<file path="src/rtl/jvpt_pkg.sv">
// shared types and constants for the joint velocity pid torque block
// no dependencies; imported by every module of the block
package jvpt_pkg;

    // configuration register indexes
    localparam logic [2:0] CFG_KP        = 3'd0;
    localparam logic [2:0] CFG_KI        = 3'd1;
    localparam logic [2:0] CFG_KD        = 3'd2;
    localparam logic [2:0] CFG_MAX_TQ    = 3'd3;
    localparam logic [2:0] CFG_MAX_STEP  = 3'd4;
    localparam logic [2:0] CFG_MAX_GOAL  = 3'd5;
    localparam logic [2:0] CFG_CLAMP_EN  = 3'd6;

    // register values after reset
    localparam logic [15:0] KP_RESET       = 16'd40960;
    localparam logic [15:0] KI_RESET       = 16'd205;
    localparam logic [15:0] KD_RESET       = 16'd41;
    localparam logic [14:0] MAX_TQ_RESET   = 15'd22272;
    localparam logic [14:0] MAX_STEP_RESET = 15'd256;
    localparam logic [14:0] MAX_GOAL_RESET = 15'd8909;
    localparam logic        CLAMP_EN_RESET = 1'b1;

    // integral saturation bounds
    localparam logic signed [31:0] INTEG_MAX = 32'sh7FFF_FFFF;
    localparam logic signed [31:0] INTEG_MIN = 32'sh8000_0000;

    typedef struct packed {
        logic [15:0] kp;
        logic [15:0] ki;
        logic [15:0] kd;
        logic [14:0] max_torque;
        logic [14:0] max_step;
        logic [14:0] max_goal;
        logic        clamp_en;
    } cfg_t;

    // per-request bookkeeping that rides along the arithmetic pipeline
    typedef struct packed {
        logic [2:0]          joint;
        logic signed [15:0]  last;
        logic                ok;
        logic                close;
    } tag_t;

endpackage

</file>
<file path="src/rtl/jvpt_math.sv">
// five-stage pid arithmetic: products, sum, rounding, scaling, clamp
// depends on jvpt_pkg
module jvpt_math
    import jvpt_pkg::*;
#(
    parameter int WINDOW = 100
) (
    input  logic               aclk,
    input  logic               aresetn,
    input  cfg_t               cfg,
    input  logic               in_valid,
    output logic               in_ready,
    input  logic signed [16:0] in_err,
    input  logic signed [31:0] in_integ,
    input  logic signed [17:0] in_diff,
    input  tag_t               in_tag,
    output logic               out_valid,
    input  logic               out_ready,
    output logic signed [15:0] out_torque,
    output logic               out_clamped,
    output tag_t               out_tag
);

    localparam int W_BITS = $clog2(WINDOW + 1);
    localparam int KW_W   = 16 + W_BITS;
    localparam int P_W    = KW_W + 18;
    localparam int IP_W   = KW_W + 33;
    localparam int DP_W   = 35;
    localparam int SUM_W  = IP_W + 2;
    localparam int X_W    = SUM_W + 1;
    localparam int Y_W    = X_W - 17;
    localparam int YL_W   = 15 + W_BITS;
    localparam int K      = YL_W;
    localparam int PR_W   = 2 * K + 1;
    localparam longint HALF_DEN = longint'(WINDOW) * 32768;
    localparam longint MREC     = (longint'(1) << K) / WINDOW;

    // gains scaled by the window length
    logic [KW_W-1:0] kpw_reg, kiw_reg;

    logic [4:0] v_reg;
    logic [4:0] mv;
    logic       in_fire;

    logic signed [P_W-1:0]   c_p_reg;
    logic signed [IP_W-1:0]  c_i_reg;
    logic signed [DP_W-1:0]  c_d_reg;
    tag_t                    c_tag_reg;

    logic signed [SUM_W-1:0] d_sum_reg;
    tag_t                    d_tag_reg;

    logic signed [X_W-1:0]   e_x;
    logic [Y_W-1:0]          e_y;
    logic [YL_W-1:0]         e_yl_reg;
    logic                    e_big_reg, e_neg_reg;
    tag_t                    e_tag_reg;

    logic [PR_W-1:0]         f_prod_reg;
    logic [YL_W-1:0]         f_yl_reg;
    logic                    f_big_reg, f_neg_reg;
    tag_t                    f_tag_reg;

    logic [14:0]             g_q0;
    logic [YL_W-1:0]         g_r;
    logic [15:0]             g_q;
    logic                    g_clamp;
    logic [14:0]             g_mag;
    logic signed [15:0]      g_tq;
    logic signed [15:0]      g_tq_reg;
    logic                    g_clamp_reg;
    tag_t                    g_tag_reg;

    always_ff @(posedge aclk) begin
        kpw_reg <= KW_W'(cfg.kp) * KW_W'(WINDOW);
        kiw_reg <= KW_W'(cfg.ki) * KW_W'(WINDOW);
    end

    // stage handshake, last stage first
    always_comb begin
        mv[4] = v_reg[4] & out_ready;
        for (int k = 3; k >= 0; k--) begin
            mv[k] = v_reg[k] & (~v_reg[k+1] | mv[k+1]);
        end
    end

    assign in_ready  = ~v_reg[0] | mv[0];
    assign in_fire   = in_valid & in_ready;
    assign out_valid = v_reg[4];

    always_ff @(posedge aclk) begin
        if (!aresetn) begin
            v_reg <= '0;
        end else begin
            v_reg[0] <= in_fire | (v_reg[0] & ~mv[0]);
            for (int k = 1; k < 5; k++) begin
                v_reg[k] <= mv[k-1] | (v_reg[k] & ~mv[k]);
            end
        end
    end

    // rounding: magnitude plus half the divisor, then drop 16 fraction bits
    always_comb begin
        if (d_sum_reg[SUM_W-1]) begin
            e_x = X_W'(HALF_DEN) - X_W'(d_sum_reg);
        end else begin
            e_x = X_W'(d_sum_reg) + X_W'(HALF_DEN);
        end
        e_y = e_x[X_W-2:16];
    end

    // quotient by the window via reciprocal, one correction step, then clamp
    always_comb begin
        g_q0    = f_prod_reg[K+14:K];
        g_r     = f_yl_reg - YL_W'(g_q0) * YL_W'(WINDOW);
        g_q     = {1'b0, g_q0} + 16'(g_r >= YL_W'(WINDOW));
        g_clamp = f_big_reg | (g_q > {1'b0, cfg.max_torque});
        g_mag   = g_clamp ? cfg.max_torque : g_q[14:0];
        g_tq    = f_neg_reg ? -$signed({1'b0, g_mag}) : $signed({1'b0, g_mag});
    end

    always_ff @(posedge aclk) begin
        if (in_fire) begin
            c_p_reg   <= P_W'($signed({1'b0, kpw_reg})) * P_W'(in_err);
            c_i_reg   <= IP_W'($signed({1'b0, kiw_reg})) * IP_W'(in_integ);
            c_d_reg   <= DP_W'($signed({1'b0, cfg.kd})) * DP_W'(in_diff);
            c_tag_reg <= in_tag;
        end
        if (mv[0]) begin
            d_sum_reg <= SUM_W'(c_p_reg) + SUM_W'(c_i_reg) + SUM_W'(c_d_reg);
            d_tag_reg <= c_tag_reg;
        end
        if (mv[1]) begin
            e_yl_reg  <= e_y[YL_W-1:0];
            e_big_reg <= e_y >= Y_W'(HALF_DEN);
            e_neg_reg <= d_sum_reg[SUM_W-1];
            e_tag_reg <= d_tag_reg;
        end
        if (mv[2]) begin
            f_prod_reg <= PR_W'(e_yl_reg) * PR_W'(MREC);
            f_yl_reg   <= e_yl_reg;
            f_big_reg  <= e_big_reg;
            f_neg_reg  <= e_neg_reg;
            f_tag_reg  <= e_tag_reg;
        end
        if (mv[3]) begin
            g_tq_reg    <= g_tq;
            g_clamp_reg <= g_clamp;
            g_tag_reg   <= f_tag_reg;
        end
    end

    assign out_torque  = g_tq_reg;
    assign out_clamped = g_clamp_reg;
    assign out_tag     = g_tag_reg;

endmodule

</file>
<file path="config.mk">
export PLATFORM = sky130hd
export DESIGN_NAME = jvpt_math
export DESIGN_NICKNAME = d
export VERILOG_FILES = /design/src/rtl/jvpt_pkg.sv /design/src/rtl/jvpt_math.sv
export SDC_FILE = /design/constraint.sdc
export NUM_CORES = 2
export LEC_CHECK = 0
export ABC_AREA = 1
export BUFFER_PORTS_ARGS = -buffer_cell sky130_fd_sc_hd__buf_2
export CORE_UTILIZATION = 65
export DETAILED_ROUTE_END_ITERATION = 8
export GPL_ROUTABILITY_DRIVEN = 0
export GPL_TIMING_DRIVEN = 0
export PLACE_DENSITY_LB_ADDON = 0.08
export SETUP_SLACK_MARGIN = 0.02
export SYNTH_ARGS = -nofsm -noshare
export SYNTH_HDL_FRONTEND = slang
export SYNTH_SLANG_ARGS = --single-unit
export TNS_END_PERCENT = 30
</file>
<file path="constraint.sdc">
create_clock -name aclk -period 13.5 [get_ports aclk]
set_clock_uncertainty 0.15 [all_clocks]
set_input_delay 2.7 -clock aclk [delete_from_list [all_inputs] [get_ports aclk]]
set_output_delay 2.7 -clock aclk [all_outputs]
set_load 0.005 [all_outputs]
</file>
==> flow_metrics.tcl <==
set metrics [dict create \
    grt_pass1_wl_um 336000 \
    final_cell_mix "2514 x inv_1, 2052 x nand2_1, 1479 x fa_1" \
    drt_wl_total_um 207000 \
    worstSetupStartpointType "input port" \
    synth.distinct_cells 56 \
    final_cell_count_no_fill 11200 \
    drv_cap 0 \
    vias 61900 \
    initial_core_util_pct 65.7 \
    slew_violations 0 \
    post-route-util_pct 69.6 \
    wire_per_inst_um 18.5 \
    timing.hold.ws_ps 258 \
    cts_tree "built" \
    dp_cells 11100 \
    dp_hpwl_um 178000 \
    ys.flop_type "edfxtp_1" \
    critPathKind "in2reg" \
    clk_pin_slew_ps 60 \
    fin_nets 12000 \
    min_period_ps 9770 \
    numCtsBuffers 50 \
    cp-startpoint "in_integ[31]" \
    setup_viol 0 \
    ff2ff_setup_slack_ps 4990 \
    cts.sinks 416 \
    hold_buffers 0 \
    crit_top_cell "inv_1" \
    rsz0062_at_grt "no" \
    drc 0 \
    cp_max_fo 10 \
    period_share_pct 72.4 \
    crit_path_end "c_i_reg[54]$_DFFE_PP_" \
    clk_latency_ps 680 \
    max_stage_delay_ps 670 \
    post_cts_resized 0 \
    synthArstFlopShare_pct 0 \
    row_count 128 \
    clockBufferDepth 3 \
    largest_reg_flops 58 \
    rr_worst_depth 52 \
    via_per_inst 5.52 \
    setup_tns_ps 0 \
    avgSynthCellArea_um2 8.59 \
    die_x_um 353 \
    tightestPinTransition_ps 1210 \
    grt_pass1_vias 63800 \
    die_area_um2 125000 \
    final_common_cell "inv_1" \
    ant_nets 0 \
    cts_root_buf "clkbuf_16" \
    grt_overflow_total 0 \
    end_kind "flip-flop" \
    first_iter_violations 5583 \
    syn-num-nets 11800 \
    synth-edff-count 369 \
    slowest_stage "fa_1" \
    slew_headroom_pct 19.4 \
    timing.rr.end "out_torque[14]$_DFFE_PP_" \
    cp.required_ps 13740 \
    syn_to_final_growth_pct 5.98 \
    die-height_um 353 \
    grt_max_degree 46 \
    coreArea_um2 122000 \
    fmaxAchievable_ghz 0.102 \
    synthesis.area_um2 80000 \
    ys_seq_area_share_pct 15.0 \
    synth_cells 9320 \
    min_path_type "reg2reg" \
    yosys_warnings 0 \
    final-hold-violation-count 0 \
    status "complete, no violations" \
    ys_seq_elements 416 \
    postCtsSetupRepairBufs 0 \
    num_io_pins 226 \
    grt_use_total_pct 34.5 \
    r2r_start "f_prod_reg[25]$_DFFE_PP_" \
    arrival_ps 10010 \
    antenna_found_initial 3 \
    cts_max_level 2 \
    drive_above_1_share_pct 3.50 \
    io_buffers 160 \
    first_pass_iters 9 \
]
## final cells by class
class / count / area, µm²
well taps: 1625 / 2030
flip-flops and latches: 416 / 12000
inverters: 2520 / 9460
clock inverters: 34 / 394
plain buffers: 285 / 1090
repair buffers: 170 / 1020
multi-input cells: 6099 / 57500
clock buffers: 58 / 1300
diodes: 4 / 10.0
fillers: 9847 / 37100
## per-layer routing
layer | track usage (%) | vias to the layer above | part of all wire (%)
li1 | - | 28200 | -
met1 | 46.8 | 30400 | 40
met2 | 55.4 | 2779 | 46
met3 | 5.89 | 473 | 9.6
met4 | 13.8 | 2 | 4.4
met5 | 0 | - | 0.0063
## through the flow
stage	cell area (µm²)	worst slack, ps
after floorplan	80000	2380
after global placement	82900	-1000
after detailed placement	83100	3240
after CTS	84800	3890
after global routing	84800	3350
final	84800	3730
## synthesized netlist by cell type (all sizes together), types with 94 or more instances
cell type     n  area [µm²]
fa         1479       29600
a21oi       308        1550
xor2        212        1860
xnor2        94         823
clkbuf      277        1040
nand2      2073        7840
nand3       198        1040
o21ai       194         990
edfxtp      369       11100
nor2        392        1510
ha          784        9810
inv        2519        9460
## critical path: cells and delay by family
family | cells | cell delay, ps
adders and majority gates | 8 | 4010
buffers and inverters | 10 | 1340
AOI/OAI and AO/OA | 6 | 1270
and+or+nand+nor | 6 | 690
## cell families (layout without fill, tap and decap cells)
family	count (synthesis)	count (layout)	synth area share, %
xor gates and xnor gates	306	306	3.35
adders and majority gates	2263	2263	49.3
buffers and inverters	2805	3067	13.2
DFF	416	416	15.0
other	0	4	0
and+or+nand+nor	2856	2856	14.4
AOI/OAI and AO/OA	674	674	4.77
## worst min-delay path by stage
stage	from	endpoint	slack (ps)	depth (start not counted)
6_report	f_tag_reg[5]$_DFFE_PP_	out_tag[5]$_DFFE_PP_	260	0
5_1_grt	f_tag_reg[5]$_DFFE_PP_	out_tag[5]$_DFFE_PP_	260	0
4_1_cts	f_tag_reg[5]$_DFFE_PP_	out_tag[5]$_DFFE_PP_	260	0
3_5_place_dp	c_tag_reg[12]$_DFFE_PP_	d_tag_reg[12]$_DFFE_PP_	250	0
3_3_place_gp	f_tag_reg[17]$_DFFE_PP_	out_tag[17]$_DFFE_PP_	250	0
2_1_floorplan	c_d_reg[0]$_DFFE_PP_	d_sum_reg[0]$_DFFE_PP_	250	0
Power is not shown: default switching activity piles up to over one toggle a cycle in this logic, so the estimate is an artifact.
